<file path="src/hw/rtl/mi4_pkg.sv">
// shared constants and the cofactor index table for the 4x4 matrix inverse
package mi4_pkg;

    // default element format, signed Q16.16
    localparam int ELEM_WIDTH_DEF = 32;
    localparam int FRAC_BITS_DEF  = 16;

    // width of the threshold register
    localparam int DET_MIN_W = 63;

    // digit width of the shared digit-serial multiplier
    localparam int DIGIT_W = 8;

    // each inverse entry j: six triples of storage positions, first three
    // terms added, last three subtracted
    localparam logic [3:0] COF_TAB [16][6][3] = '{
        '{'{4'd5, 4'd10, 4'd15}, '{4'd6, 4'd11, 4'd13}, '{4'd7, 4'd9, 4'd14},
          '{4'd5, 4'd11, 4'd14}, '{4'd6, 4'd9, 4'd15}, '{4'd7, 4'd10, 4'd13}},
        '{'{4'd1, 4'd11, 4'd14}, '{4'd2, 4'd9, 4'd15}, '{4'd3, 4'd10, 4'd13},
          '{4'd1, 4'd10, 4'd15}, '{4'd2, 4'd11, 4'd13}, '{4'd3, 4'd9, 4'd14}},
        '{'{4'd1, 4'd6, 4'd15}, '{4'd2, 4'd7, 4'd13}, '{4'd3, 4'd5, 4'd14},
          '{4'd1, 4'd7, 4'd14}, '{4'd2, 4'd5, 4'd15}, '{4'd3, 4'd6, 4'd13}},
        '{'{4'd1, 4'd7, 4'd10}, '{4'd2, 4'd5, 4'd11}, '{4'd3, 4'd6, 4'd9},
          '{4'd1, 4'd6, 4'd11}, '{4'd2, 4'd7, 4'd9}, '{4'd3, 4'd5, 4'd10}},
        '{'{4'd4, 4'd11, 4'd14}, '{4'd6, 4'd8, 4'd15}, '{4'd7, 4'd10, 4'd12},
          '{4'd4, 4'd10, 4'd15}, '{4'd6, 4'd11, 4'd12}, '{4'd7, 4'd8, 4'd14}},
        '{'{4'd0, 4'd10, 4'd15}, '{4'd2, 4'd11, 4'd12}, '{4'd3, 4'd8, 4'd14},
          '{4'd0, 4'd11, 4'd14}, '{4'd2, 4'd8, 4'd15}, '{4'd3, 4'd10, 4'd12}},
        '{'{4'd0, 4'd7, 4'd14}, '{4'd2, 4'd4, 4'd15}, '{4'd3, 4'd6, 4'd12},
          '{4'd0, 4'd6, 4'd15}, '{4'd2, 4'd7, 4'd12}, '{4'd3, 4'd4, 4'd14}},
        '{'{4'd0, 4'd6, 4'd11}, '{4'd2, 4'd7, 4'd8}, '{4'd3, 4'd4, 4'd10},
          '{4'd0, 4'd7, 4'd10}, '{4'd2, 4'd4, 4'd11}, '{4'd3, 4'd6, 4'd8}},
        '{'{4'd4, 4'd9, 4'd15}, '{4'd5, 4'd11, 4'd12}, '{4'd7, 4'd8, 4'd13},
          '{4'd4, 4'd11, 4'd13}, '{4'd5, 4'd8, 4'd15}, '{4'd7, 4'd9, 4'd12}},
        '{'{4'd0, 4'd11, 4'd13}, '{4'd1, 4'd8, 4'd15}, '{4'd3, 4'd9, 4'd12},
          '{4'd0, 4'd9, 4'd15}, '{4'd1, 4'd11, 4'd12}, '{4'd3, 4'd8, 4'd13}},
        '{'{4'd0, 4'd5, 4'd15}, '{4'd1, 4'd7, 4'd12}, '{4'd3, 4'd4, 4'd13},
          '{4'd0, 4'd7, 4'd13}, '{4'd1, 4'd4, 4'd15}, '{4'd3, 4'd5, 4'd12}},
        '{'{4'd0, 4'd7, 4'd9}, '{4'd1, 4'd4, 4'd11}, '{4'd3, 4'd5, 4'd8},
          '{4'd0, 4'd5, 4'd11}, '{4'd1, 4'd7, 4'd8}, '{4'd3, 4'd4, 4'd9}},
        '{'{4'd4, 4'd10, 4'd13}, '{4'd5, 4'd8, 4'd14}, '{4'd6, 4'd9, 4'd12},
          '{4'd4, 4'd9, 4'd14}, '{4'd5, 4'd10, 4'd12}, '{4'd6, 4'd8, 4'd13}},
        '{'{4'd0, 4'd9, 4'd14}, '{4'd1, 4'd10, 4'd12}, '{4'd2, 4'd8, 4'd13},
          '{4'd0, 4'd10, 4'd13}, '{4'd1, 4'd8, 4'd14}, '{4'd2, 4'd9, 4'd12}},
        '{'{4'd0, 4'd6, 4'd13}, '{4'd1, 4'd4, 4'd14}, '{4'd2, 4'd5, 4'd12},
          '{4'd0, 4'd5, 4'd14}, '{4'd1, 4'd6, 4'd12}, '{4'd2, 4'd4, 4'd13}},
        '{'{4'd0, 4'd5, 4'd10}, '{4'd1, 4'd6, 4'd8}, '{4'd2, 4'd4, 4'd9},
          '{4'd0, 4'd6, 4'd9}, '{4'd1, 4'd4, 4'd10}, '{4'd2, 4'd5, 4'd8}}
    };

endpackage

</file>
<file path="src/hw/rtl/mi4_div.sv">
// restoring divider, one quotient bit per cycle, flags quotients too wide
module mi4_div #(
    parameter int ELEM_WIDTH = mi4_pkg::ELEM_WIDTH_DEF,
    parameter int NW         = 5 * mi4_pkg::ELEM_WIDTH_DEF,
    parameter int DNW        = 4 * mi4_pkg::ELEM_WIDTH_DEF + 1
) (
    input  logic                  clk,
    input  logic                  rst_n,
    input  logic                  start,
    input  logic [NW-1:0]         num,
    input  logic [DNW-1:0]        den,
    output logic                  done,
    output logic                  big,
    output logic [ELEM_WIDTH-1:0] quo
);

    localparam int EW = ELEM_WIDTH;
    localparam int HW = NW - EW;
    localparam int XW = (HW > DNW + 1) ? HW : DNW + 1;
    localparam int CW = $clog2(EW);

    logic [DNW:0]  rem_reg,  rem_next;
    logic [EW-1:0] low_reg,  low_next;
    logic [EW-1:0] q_reg,    q_next;
    logic [CW-1:0] cnt_reg,  cnt_next;
    logic          run_reg,  run_next;
    logic          done_reg, done_next;
    logic          big_reg,  big_next;
    logic [XW-1:0] hi_x;
    logic [XW-1:0] den_x;
    logic [DNW:0]  trial;
    logic [DNW:0]  den_e;

    assign hi_x  = XW'(num[NW-1:EW]);
    assign den_x = XW'(den);
    assign den_e = {1'b0, den};
    assign trial = {rem_reg[DNW-1:0], low_reg[EW-1]};

    always_comb
    begin
        rem_next  = rem_reg;
        low_next  = low_reg;
        q_next    = q_reg;
        cnt_next  = cnt_reg;
        run_next  = run_reg;
        big_next  = big_reg;
        done_next = 1'b0;
        if (start)
        begin
            // high part not below divisor means quotient needs more than EW bits
            big_next = (hi_x >= den_x);
            rem_next = hi_x[DNW:0];
            low_next = num[EW-1:0];
            q_next   = '0;
            cnt_next = '0;
            if (hi_x >= den_x)
            begin
                done_next = 1'b1;
            end
            else
            begin
                run_next = 1'b1;
            end
        end
        else if (run_reg)
        begin
            // shift in one numerator bit, subtract when it fits
            if (trial >= den_e)
            begin
                rem_next = trial - den_e;
                q_next   = {q_reg[EW-2:0], 1'b1};
            end
            else
            begin
                rem_next = trial;
                q_next   = {q_reg[EW-2:0], 1'b0};
            end
            low_next = low_reg << 1;
            cnt_next = cnt_reg + CW'(1);
            if (cnt_reg == CW'(EW - 1))
            begin
                run_next  = 1'b0;
                done_next = 1'b1;
            end
        end
    end

    // control state
    always_ff @(posedge clk or negedge rst_n)
    begin
        if (!rst_n)
        begin
            run_reg  <= 1'b0;
            done_reg <= 1'b0;
            cnt_reg  <= '0;
        end
        else
        begin
            run_reg  <= run_next;
            done_reg <= done_next;
            cnt_reg  <= cnt_next;
        end
    end

    // datapath
    always_ff @(posedge clk)
    begin
        rem_reg <= rem_next;
        low_reg <= low_next;
        q_reg   <= q_next;
        big_reg <= big_next;
    end

    assign done = done_reg;
    assign big  = big_reg;
    assign quo  = q_reg;

endmodule

</file>
<file path="config.mk">
export PLATFORM = sky130hd
export DESIGN_NAME = mi4_div
export DESIGN_NICKNAME = d
export VERILOG_FILES = /design/src/hw/rtl/mi4_pkg.sv /design/src/hw/rtl/mi4_div.sv
export SDC_FILE = /design/constraint.sdc
export NUM_CORES = 1
export LEC_CHECK = 0
export BUFFER_PORTS_ARGS = -buffer_cell sky130_fd_sc_hd__buf_2
export CORE_ASPECT_RATIO = 1.25
export CORE_MARGIN = 2
export CORE_UTILIZATION = 30
export CTS_CLUSTER_SIZE = 8
export DETAILED_ROUTE_END_ITERATION = 8
export GPL_TIMING_DRIVEN = 0
export MAX_ROUTING_LAYER = met4
export PLACE_DENSITY = 0.51
export SLEW_MARGIN = 20
export SYNTH_ARGS = -nofsm -noshare
export SYNTH_HDL_FRONTEND = slang
export SYNTH_SLANG_ARGS = --single-unit
</file>
<file path="constraint.sdc">
create_clock -name clk -period 6.32 [get_ports clk]
set_input_delay 1.264 -clock clk [delete_from_list [all_inputs] [get_ports clk]]
set_output_delay 1.264 -clock clk [all_outputs]
set_load 0.01 [all_outputs]
</file>
==> flow_metrics.tcl <==
set metrics [dict create \
    clock_latency_ns 0.63 \
    dp_hpwl_mm 75.5 \
    dieArea_mm2 0.0746 \
    slew_headroom_pct 20.1 \
    cts_buffers 30 \
    yosysWarnings 0 \
    hold_buffers 0 \
    coreArea_mm2 0.0718 \
    min_period_ns 5.64 \
    gp_congestion 0.968 \
    start_kind "primary input" \
    grt_max_degree 92 \
    swShare_pct 52.7 \
    skew_ns 0.0377 \
    drc 0 \
    fin_nets 3593 \
    largest_reg_flops 129 \
    synth_edf_count 161 \
    grt_pass1_wl_mm 139 \
    die_height_um 305 \
    worst_setup_path_end_kind "register" \
    period_share_pct 89.2 \
    setup-violations-final 0 \
    post_cts_buffers 0 \
    syn2layout_area_growth_pct 17.5 \
    internal_power_mw 5.85 \
    path_class "primary input to register" \
    hold_viol 0 \
    antenna_left 0 \
    routed-via-count 21900 \
    cts.path.max_buffers 3 \
    grt_setup_unrepaired "false" \
    die_w_um 245 \
    syn_avg_cell_area_um2 8.10 \
    place_area_mm2 0.0246 \
    synth_top_area_share_pct 22.2 \
    totalWireLength_mm 94.4 \
    drtIter0Drc 1616 \
    clk_pin_slew_ns 0.06 \
    startpoint "den[0]" \
    grt-ovfl-total 0 \
    p_leak_nw 11.7 \
    max_freq_ghz 0.177 \
    report.final.slew_viol_count 0 \
    io_buffers 325 \
    worst_r2r_path_depth 16 \
    instances_no_fill 4030 \
    reg2reg_to "rem_reg[67]" \
    crit_end "rem_reg[67]" \
    synthSimpleGateAreaFrac_pct 15.8 \
    cts_tree "built" \
    synthMuxAreaShare_pct 4.63 \
    start_util_pct 30.3 \
    power_density_mw_per_mm2 485 \
    synth_top_family_by_area "compound AO/OA/AOI/OAI gates" \
    hold_slack_ns 0.471 \
    synth-seq-cells 201 \
    grt_pass1_vias 22300 \
    synthesis.area_mm2 0.0217 \
    fin_total_pwr_mw 12.4 \
    synth-main-ff-cell "edfxtp_1" \
    num_rows 110 \
    crit_required_ns 6.77 \
    io_pins 326 \
    h-tree-depth 1 \
    p_seq_share_pct 19.1 \
    syn_nets 3234 \
    cp_max_fo 10 \
    p_sw_mw 6.52 \
    synth.distinct_cells 88 \
    synth_top_cell_by_area "edfxtp_1" \
    async_reset_ff_share_pct 3.48 \
    synth_adder_area_share_pct 15.0 \
    r2r_setup_slack_ns 0.99 \
    drt_pass1_iterations 5 \
    post_cts_resized 0 \
    drt-vias-per-instance 5.44 \
    synth_compound_area_share_pct 27.5 \
    antenna_found_initial 13 \
    root_buffer "clkbuf_16" \
    drive_gt1_share_pct 15.9 \
    track_usage_pct 25.3 \
    synthXorXnorAreaFrac_pct 4.39 \
    combPwrFrac_pct 68.2 \
    fin_area_mm2 0.0255 \
    maxCapViolCount 0 \
    worstMarginPinSlew_ns 1.20 \
    timing.setup.tns_ns 0 \
    netlist_instances 2682 \
    clkPwrFrac_pct 12.7 \
    peakVddDrop_mv 0.249 \
    placed_cells 3961 \
    status "finished, final reports clean" \
    yosys-top-cells-area "edfxtp_1, ha_1, a21oi_1" \
    crit_arrival_ns 6.08 \
    wire_per_inst_um 23.4 \
    hold_class "primary input to asynchronous set/reset pin" \
    clkSinkCount 201 \
    r2r_start "low_reg[31]" \
    seq_area_frac_synth_pct 26.1 \
]
[per-stage QoR]
step                util [%]  setup WS, ns
floorplan                  -         0.516
global placement        34.2         -2.69
detailed placement      34.3         0.113
CTS                     35.5         0.740
global route            35.5         0.599
finish                  35.5         0.682
[cells in the mapped netlist (8+ instances only)]
cell type and number:
a211oi_1 47, a21boi_0 11, a21o_1 128, a21oi_1 326
a221oi_1 10, a2bb2oi_1 8, a31oi_1 23, and2_1 8
and3_1 28, buf_1 9, buf_2 30, clkbuf_1 96
dfxtp_1 33, edfxtp_1 161, ha_1 259, inv_1 221
mux2_2 50, mux2i_1 42, nand2_1 185, nand2b_1 12
nand3_1 49, nand4_1 101, nor2_1 223, nor2b_1 16
nor3_1 47, nor4_1 21, o211ai_1 25, o21a_1 48
o21ai_0 149, o21ai_1 21, o21bai_1 44, or3_1 10
xnor2_1 73, xor2_1 36
[layout make-up]
class                           instances  area [µm²]
Antenna cell                           17        42.5
Buffer                                143         619
Clock buffer                           47         825
Clock inverter                          5        46.3
Fill cell                            7880       46300
Inverter                              222         841
Multi-Input combinational cell       2116       14600
Sequential cell                       201        5670
Tap cell                              952        1190
Timing Repair Buffer                  327        1660
[metal layers]
metal,vias to the layer above,part of all wire [%],global-route usage (%)
li1,10600,-,-
met1,10400,42,30.6
met2,719,47,41.6
met3,163,6.6,4.24
met4,0,4.7,10.7
met5,-,0,-
[critical path, stage by stage]
cell and delay [ns]:
buf_2 0.14, ha_1 0.18, inv_1 0.06, fa_1 0.40, a21o_1 0.23, a221o_1 0.38
a22oi_2 0.27, a21oi_2 0.14, a211oi_4 0.43, a211oi_4 0.21, o21ai_2 0.29, a21o_1 0.18
clkbuf_1 0.83, buf_2 0.69, a21oi_1 0.15, a2bb2oi_1 0.20
[cells by family (layout without fill, tap and decap cells)]
kind of cell | count (synthesis) | after routing
buffers and inverters | 365 | 744
DFF | 201 | 201
AOI/OAI and AO/OA | 930 | 930
xor gates and xnor gates | 109 | 109
adders and majority gates | 260 | 260
and+or+nand+nor | 723 | 723
muxes | 94 | 94
other | 0 | 17
[power groups by stage]
stage                     Combinational, mW  Clock (mW)  Sequential (mW)
after CTS                              8.32        1.62             2.35
after detailed placement               8.27           0             2.37
final                                  8.44        1.57             2.36
after global routing                   9.17        1.66             2.41
after global placement                 8.26           0             2.37
after floorplan                        5.71           0             2.25
[how the worst min path moves through the flow]
stage | depth (start not counted) | from | end
global route | 1 | rst_n | done
floorplan | 2 | rem_reg[128] | rem_reg[128]
detailed placement | 2 | quo[31] | quo[31]
CTS | 1 | rst_n | cnt_reg[2]
finish | 1 | rst_n | cnt_reg[4]
global placement | 2 | quo[31] | quo[31]
[cells in the final DEF (no fill, tap or decap), types with 22 or more instances in the layout]
cell type	n
dfxtp_1	33
mux2i_1	42
clkbuf_16	30
and3_1	28
nor3_1	47
a21oi_1	326
inv_1	220
o21ai_0	148
a21o_1	128
buf_2	355
nand4_1	101
o211ai_1	25
a31oi_1	23
o21a_1	48
o21ai_1	22
nand2_1	185
ha_1	259
nor2_1	223
mux2_2	50
o21bai_1	44
clkbuf_1	107
xnor2_1	73
xor2_1	36
nand3_1	49
edfxtp_1	161
a211oi_1	46
No activity file was read; power rests on OpenSTA's default activity.
