## src/hw/rtl/mi4_pkg.sv

```systemverilog
// shared constants and the cofactor index table for the 4x4 matrix inverse
package mi4_pkg;

    // default element format, signed Q16.16
    localparam int ELEM_WIDTH_DEF = 32;
    localparam int FRAC_BITS_DEF  = 16;

    // width of the threshold register
    localparam int DET_MIN_W = 63;

    // digit width of the shared digit-serial multiplier
    localparam int DIGIT_W = 8;

    // each inverse entry j: six triples of storage positions, first three
    // terms added, last three subtracted
    localparam logic [3:0] COF_TAB [16][6][3] = '{
        '{'{4'd5, 4'd10, 4'd15}, '{4'd6, 4'd11, 4'd13}, '{4'd7, 4'd9, 4'd14},
          '{4'd5, 4'd11, 4'd14}, '{4'd6, 4'd9, 4'd15}, '{4'd7, 4'd10, 4'd13}},
        '{'{4'd1, 4'd11, 4'd14}, '{4'd2, 4'd9, 4'd15}, '{4'd3, 4'd10, 4'd13},
          '{4'd1, 4'd10, 4'd15}, '{4'd2, 4'd11, 4'd13}, '{4'd3, 4'd9, 4'd14}},
        '{'{4'd1, 4'd6, 4'd15}, '{4'd2, 4'd7, 4'd13}, '{4'd3, 4'd5, 4'd14},
          '{4'd1, 4'd7, 4'd14}, '{4'd2, 4'd5, 4'd15}, '{4'd3, 4'd6, 4'd13}},
        '{'{4'd1, 4'd7, 4'd10}, '{4'd2, 4'd5, 4'd11}, '{4'd3, 4'd6, 4'd9},
          '{4'd1, 4'd6, 4'd11}, '{4'd2, 4'd7, 4'd9}, '{4'd3, 4'd5, 4'd10}},
        '{'{4'd4, 4'd11, 4'd14}, '{4'd6, 4'd8, 4'd15}, '{4'd7, 4'd10, 4'd12},
          '{4'd4, 4'd10, 4'd15}, '{4'd6, 4'd11, 4'd12}, '{4'd7, 4'd8, 4'd14}},
        '{'{4'd0, 4'd10, 4'd15}, '{4'd2, 4'd11, 4'd12}, '{4'd3, 4'd8, 4'd14},
          '{4'd0, 4'd11, 4'd14}, '{4'd2, 4'd8, 4'd15}, '{4'd3, 4'd10, 4'd12}},
        '{'{4'd0, 4'd7, 4'd14}, '{4'd2, 4'd4, 4'd15}, '{4'd3, 4'd6, 4'd12},
          '{4'd0, 4'd6, 4'd15}, '{4'd2, 4'd7, 4'd12}, '{4'd3, 4'd4, 4'd14}},
        '{'{4'd0, 4'd6, 4'd11}, '{4'd2, 4'd7, 4'd8}, '{4'd3, 4'd4, 4'd10},
          '{4'd0, 4'd7, 4'd10}, '{4'd2, 4'd4, 4'd11}, '{4'd3, 4'd6, 4'd8}},
        '{'{4'd4, 4'd9, 4'd15}, '{4'd5, 4'd11, 4'd12}, '{4'd7, 4'd8, 4'd13},
          '{4'd4, 4'd11, 4'd13}, '{4'd5, 4'd8, 4'd15}, '{4'd7, 4'd9, 4'd12}},
        '{'{4'd0, 4'd11, 4'd13}, '{4'd1, 4'd8, 4'd15}, '{4'd3, 4'd9, 4'd12},
          '{4'd0, 4'd9, 4'd15}, '{4'd1, 4'd11, 4'd12}, '{4'd3, 4'd8, 4'd13}},
        '{'{4'd0, 4'd5, 4'd15}, '{4'd1, 4'd7, 4'd12}, '{4'd3, 4'd4, 4'd13},
          '{4'd0, 4'd7, 4'd13}, '{4'd1, 4'd4, 4'd15}, '{4'd3, 4'd5, 4'd12}},
        '{'{4'd0, 4'd7, 4'd9}, '{4'd1, 4'd4, 4'd11}, '{4'd3, 4'd5, 4'd8},
          '{4'd0, 4'd5, 4'd11}, '{4'd1, 4'd7, 4'd8}, '{4'd3, 4'd4, 4'd9}},
        '{'{4'd4, 4'd10, 4'd13}, '{4'd5, 4'd8, 4'd14}, '{4'd6, 4'd9, 4'd12},
          '{4'd4, 4'd9, 4'd14}, '{4'd5, 4'd10, 4'd12}, '{4'd6, 4'd8, 4'd13}},
        '{'{4'd0, 4'd9, 4'd14}, '{4'd1, 4'd10, 4'd12}, '{4'd2, 4'd8, 4'd13},
          '{4'd0, 4'd10, 4'd13}, '{4'd1, 4'd8, 4'd14}, '{4'd2, 4'd9, 4'd12}},
        '{'{4'd0, 4'd6, 4'd13}, '{4'd1, 4'd4, 4'd14}, '{4'd2, 4'd5, 4'd12},
          '{4'd0, 4'd5, 4'd14}, '{4'd1, 4'd6, 4'd12}, '{4'd2, 4'd4, 4'd13}},
        '{'{4'd0, 4'd5, 4'd10}, '{4'd1, 4'd6, 4'd8}, '{4'd2, 4'd4, 4'd9},
          '{4'd0, 4'd6, 4'd9}, '{4'd1, 4'd4, 4'd10}, '{4'd2, 4'd5, 4'd8}}
    };

endpackage

```

## src/hw/rtl/mi4_mul.sv

```systemverilog
// digit-serial unsigned multiplier, one digit of b per cycle
module mi4_mul #(
    parameter int ELEM_WIDTH = mi4_pkg::ELEM_WIDTH_DEF,
    parameter int PW         = 4 * mi4_pkg::ELEM_WIDTH_DEF
) (
    input  logic                  clk,
    input  logic                  rst_n,
    input  logic                  start,
    input  logic [PW-1:0]         a,
    input  logic [ELEM_WIDTH-1:0] b,
    output logic                  done,
    output logic [PW-1:0]         prod
);

    localparam int D    = mi4_pkg::DIGIT_W;
    localparam int NDIG = (ELEM_WIDTH + D - 1) / D;
    localparam int BW   = NDIG * D;
    localparam int CW   = $clog2(NDIG);

    logic [PW-1:0]   a_reg,    a_next;
    logic [BW-1:0]   b_reg,    b_next;
    logic [PW-1:0]   acc_reg,  acc_next;
    logic [CW-1:0]   cnt_reg,  cnt_next;
    logic            run_reg,  run_next;
    logic            done_reg, done_next;
    logic [PW+D-1:0] pp;

    // partial product of the shifted multiplicand and the low digit
    assign pp = a_reg * b_reg[D-1:0];

    always_comb
    begin
        a_next    = a_reg;
        b_next    = b_reg;
        acc_next  = acc_reg;
        cnt_next  = cnt_reg;
        run_next  = run_reg;
        done_next = 1'b0;
        if (start)
        begin
            a_next   = a;
            b_next   = BW'(b);
            acc_next = '0;
            cnt_next = '0;
            run_next = 1'b1;
        end
        else if (run_reg)
        begin
            acc_next = acc_reg + pp[PW-1:0];
            a_next   = a_reg << D;
            b_next   = b_reg >> D;
            cnt_next = cnt_reg + CW'(1);
            if (cnt_reg == CW'(NDIG - 1))
            begin
                run_next  = 1'b0;
                done_next = 1'b1;
            end
        end
    end

    // control state
    always_ff @(posedge clk or negedge rst_n)
    begin
        if (!rst_n)
        begin
            run_reg  <= 1'b0;
            done_reg <= 1'b0;
            cnt_reg  <= '0;
        end
        else
        begin
            run_reg  <= run_next;
            done_reg <= done_next;
            cnt_reg  <= cnt_next;
        end
    end

    // datapath
    always_ff @(posedge clk)
    begin
        a_reg   <= a_next;
        b_reg   <= b_next;
        acc_reg <= acc_next;
    end

    assign done = done_reg;
    assign prod = acc_reg;

endmodule

```

## config.mk

```make
export PLATFORM = sky130hd
export DESIGN_NAME = mi4_mul
export DESIGN_NICKNAME = d
export VERILOG_FILES = /design/src/hw/rtl/mi4_pkg.sv /design/src/hw/rtl/mi4_mul.sv
export SDC_FILE = /design/constraint.sdc
export NUM_CORES = 2
export LEC_CHECK = 0
export BUFFER_PORTS_ARGS = -buffer_cell sky130_fd_sc_hd__clkbuf_2
export CORE_ASPECT_RATIO = 1.25
export CORE_MARGIN = 2
export CORE_UTILIZATION = 37
export DETAILED_ROUTE_END_ITERATION = 7
export PLACE_DENSITY_LB_ADDON = 0.1
export SLEW_MARGIN = 5
export SYNTH_ARGS = -nofsm -noshare
export SYNTH_HDL_FRONTEND = slang
export SYNTH_SLANG_ARGS = --single-unit
```

## constraint.sdc

```tcl
create_clock -name clk -period 8.1 [get_ports clk]
set_input_delay 0 -clock clk [delete_from_list [all_inputs] [get_ports clk]]
set_output_delay 0 -clock clk [all_outputs]
set_load 0.01 [all_outputs]
```

==> summary.txt <==
Outcome
  – Result of the run: finished, final reports clean

Drt
  – Number of DRC violations after detailed routing: 0
  – WL final: 154700 um
  – Detailed Routing Iterations Pass 1: 5
  – Remaining antenna violation count after routing: 0
  – Mean routed wirelength per cell: 22.49 um
  – Number of vias after detailed routing: 34920
  – Detailed router's first-iteration violation count: 1797
  – Detailed-route vias per instance: 5.075

Worst hold path
  – Worst hold-check path type: input pin to register
  – Hold depth: 3
  – Start point of the worst min-delay path: a[6]

Clock network
  – Buffer depth of the longest clock path: 3
  – Clock Root Buffer: sky130_fd_sc_hd__clkbuf_16
  – Number of sinks driven by the clock tree: 292
  – Maximum level of the CTS H-tree: 2
  – Post-CTS sizing: 0
  – CTS Buf Count: 39
  – Source-to-sink clock delay at the later pin of the worst-skew pair: 0.64 ns
  – Clock edge transition at the registers on the reported setup and hold paths: 0.06 ns
  – Clock tree from TritonCTS: yes

Logic synthesis
  – Number of warnings reported in the yosys synthesis log: 0
  – Avg Inst Size Synth: 9.314 um2
  – Number of distinct library cell variants in the gate-level netlist after synthesis: 78
  – Post-synthesis cell area: 46020 um2
  – Synth async-reset ratio: 1.370%
  – Count of flip-flops with a built-in enable after synthesis: 160
  – Cells after Synth: 4941
  – Number of storage elements in the synthesis netlist: 292
  – Number of nets in the synthesized netlist: 6100
  – Leading register cell type out of synthesis: sky130_fd_sc_hd__edfxtp_1
  – Post-synthesis sequential area ratio: 16.23%

Global route
  – Number of global-route vias before repair: 38910
  – Pin count of the biggest net entering global routing: 105
  – Grt ovf: 0
  – Overall global routing resource usage: 25.02%
  – Antenna violations before repair: 9
  – Wire length of the first global-routing pass: 240600 um

Layout
  – Most common cell after layout, fill and taps aside: sky130_fd_sc_hd__inv_1
  – Final #Nets: 6398
  – Most frequent cells in the layout: sky130_fd_sc_hd__inv_1, sky130_fd_sc_hd__fa_1, sky130_fd_sc_hd__and2_1, sky130_fd_sc_hd__nand2_1, sky130_fd_sc_hd__clkbuf_2
  – Number of standard cells in the layout, taps in and fillers out: 6881
  – Post-synthesis to final-layout area growth: 12.78%
  – Proportion of layout cells with a drive suffix above 1: 10.70%

Worst setup path
  – CP Depth: 18
  – Launch point of the worst path: b_reg[5]
  – Data arrival, critical path: 7.75 ns
  – Worst setup path category: register to register
  – Critical path capture point type: register
  – Highest cell delay on the worst timing path: 1.12 ns
  – Cell type group with the largest total delay on the critical path: adder cells
  – Cell breakdown of the critical path: buf_12 > and2_1 > fa_1 > fa_1 > fa_1 > inv_1 > fa_1 > inv_1 > ha_1 > nand4_1 > or4_1 > a21oi_1 > o211ai_1 > a211oi_1 > nor2_1 > o21ai_0 > xnor2_1 > o22ai_1
  – Cell type with the highest occurrence count on the critical path: sky130_fd_sc_hd__fa_1
  – Beginning of the worst register-to-register path: b_reg[5]
  – Cell with the largest stage delay on the worst path: sky130_fd_sc_hd__edfxtp_1
  – CP required: 8.57 ns
  – Number of cell instances on the worst register-to-register path: 18
  – Maximum fanout along the worst path: 24
  – Crit path buf inv count: 3
  – Type of origin of the critical path: register

STA
  – Slew at the pin closest to its max-slew limit: 1.161 ns
  – Hold Violations, Final: 0
  – Total setup violations reported at the end of the flow: 0
  – Max Fclk: 0.1373 GHz
  – Crit path time final: 7.285 ns
  – Fin Setup TNS: 0 ns
  – RSZ-0062 raised after global routing: no
  – Final slew viol count: 0
  – Max Clock Skew: 0.02872 ns
  – Final Cycle Share: 89.93%
  – Relative max-transition margin: 22.62%

Floorplan
  – Die outline area: 127200 um2
  – Core ar.: 123400 um2
  – Die boundary height: 398.3 um
  – I/O pin count: 292
  – Starting utilization of the core area: 37.29%
  – Number of rows in the core area: 144
  – Die width: 319.4 um

Placement
  – Total instance count after detailed placement: 6636
  – Final Wtd Congestion: 0.8682
  – Post-detailed-placement half-perimeter wirelength: 121300 um
  – Count of port buffers added during placement: 291

Flow run
  – Max-cap check violation count: 0
==> path summary, 6_finish.rpt <==
check                            endpoint  slack [ns]
worst max-delay path            prod[123]        0.82
worst min-delay path             a_reg[6]        0.21
worst max register to register  prod[123]        0.82
worst min register to register    prod[4]        0.51
max in group asynchronous         run_reg        7.60
min in group asynchronous         run_reg        0.29
==> cell families after synthesis <==
family	count (synthesis)	synth area share (%)
buffers and inverters	1231	10.16
xor gates and xnor gates	125	2.379
and+or+nand+nor	1514	17.36
adders and majority gates	996	41.08
AOI/OAI and AO/OA	574	7.844
DFF	292	16.23
muxes	209	4.951
==> cells in the mapped netlist (12+ instances only) <==
| cell type | instances | share of area [%] |
|---|---|---|
| sky130_fd_sc_hd__a211oi_1 | 14 | 0.23 |
| sky130_fd_sc_hd__a21o_1 | 64 | 1.0 |
| sky130_fd_sc_hd__a21oi_1 | 202 | 2.2 |
| sky130_fd_sc_hd__a31oi_1 | 15 | 0.20 |
| sky130_fd_sc_hd__and2_1 | 724 | 9.8 |
| sky130_fd_sc_hd__buf_1 | 22 | 0.18 |
| sky130_fd_sc_hd__buf_2 | 33 | 0.36 |
| sky130_fd_sc_hd__clkbuf_1 | 182 | 1.5 |
| sky130_fd_sc_hd__dfxtp_1 | 128 | 5.6 |
| sky130_fd_sc_hd__edfxtp_1 | 160 | 10 |
| sky130_fd_sc_hd__fa_1 | 858 | 37 |
| sky130_fd_sc_hd__ha_1 | 138 | 3.8 |
| sky130_fd_sc_hd__inv_1 | 990 | 8.1 |
| sky130_fd_sc_hd__mux2_2 | 145 | 3.5 |
| sky130_fd_sc_hd__mux2i_1 | 63 | 1.4 |
| sky130_fd_sc_hd__nand2_1 | 412 | 3.4 |
| sky130_fd_sc_hd__nand2b_1 | 14 | 0.19 |
| sky130_fd_sc_hd__nand3_1 | 33 | 0.36 |
| sky130_fd_sc_hd__nand4_1 | 77 | 1.0 |
| sky130_fd_sc_hd__nor2_1 | 173 | 1.4 |
| sky130_fd_sc_hd__nor3_1 | 21 | 0.23 |
| sky130_fd_sc_hd__o211ai_1 | 13 | 0.21 |
| sky130_fd_sc_hd__o21a_1 | 17 | 0.28 |
| sky130_fd_sc_hd__o21ai_0 | 87 | 0.95 |
| sky130_fd_sc_hd__o21bai_1 | 41 | 0.67 |
| sky130_fd_sc_hd__o22ai_1 | 49 | 0.67 |
| sky130_fd_sc_hd__o31ai_1 | 12 | 0.20 |
| sky130_fd_sc_hd__xnor2_1 | 90 | 1.7 |
| sky130_fd_sc_hd__xor2_1 | 35 | 0.67 |
==> stage by stage <==
step                util [%]  hold WS (ns)  setup WS (ns)  cell area, um2
global placement       39.68       -0.1775         0.8973           48970
global route           42.04        0.2010         0.4694           51890
finish                 42.05        0.2064         0.8153           51900
CTS                    42.04        0.1558         0.7984           51890
detailed placement     39.68       -0.1756         0.8765           48970
floorplan                  -       -0.2956          2.156           46020
==> layer usage <==
layer  vias to the layer above  track usage [%]  share of wire [%]
li1                      15860                -                  -
met1                     18120            30.45                 41
met2                       743            45.35                 51
met3                       200            3.480                4.1
met4                         2            8.297                3.7
met5                         -                0             0.0084
==> layout make-up <==
| cell class | count | area, um2 |
|---|---|---|
| diodes | 5 | 12.51 |
| clock buffers | 49 | 1045 |
| fillers | 12310 | 71520 |
| well taps | 1606 | 2009 |
| flip-flops and latches | 292 | 7471 |
| clock inverters | 23 | 190.2 |
| inverters | 990 | 3724 |
| repair buffers | 498 | 3566 |
| multi-input cells | 3418 | 33880 |
==> worst register-to-register path: cells and delay by family, from the launching register on <==
kind                       cells  cell delay (ns)
AOI/OAI and AO/OA              5             1.84
xor gates and xnor gates       1             0.22
and+or+nand+nor                4             1.31
buffers and inverters          3             0.36
DFF                            1             1.12
adders and majority gates      5             2.26
==> what timing repair did <==
action,in CTS,in global routing
setup buffers,0,0
endpoints found under the hold margin,178,0
hold buffers,168,0
Power is not shown: default switching activity piles up to over one toggle a cycle in this logic, so the estimate is an artifact.
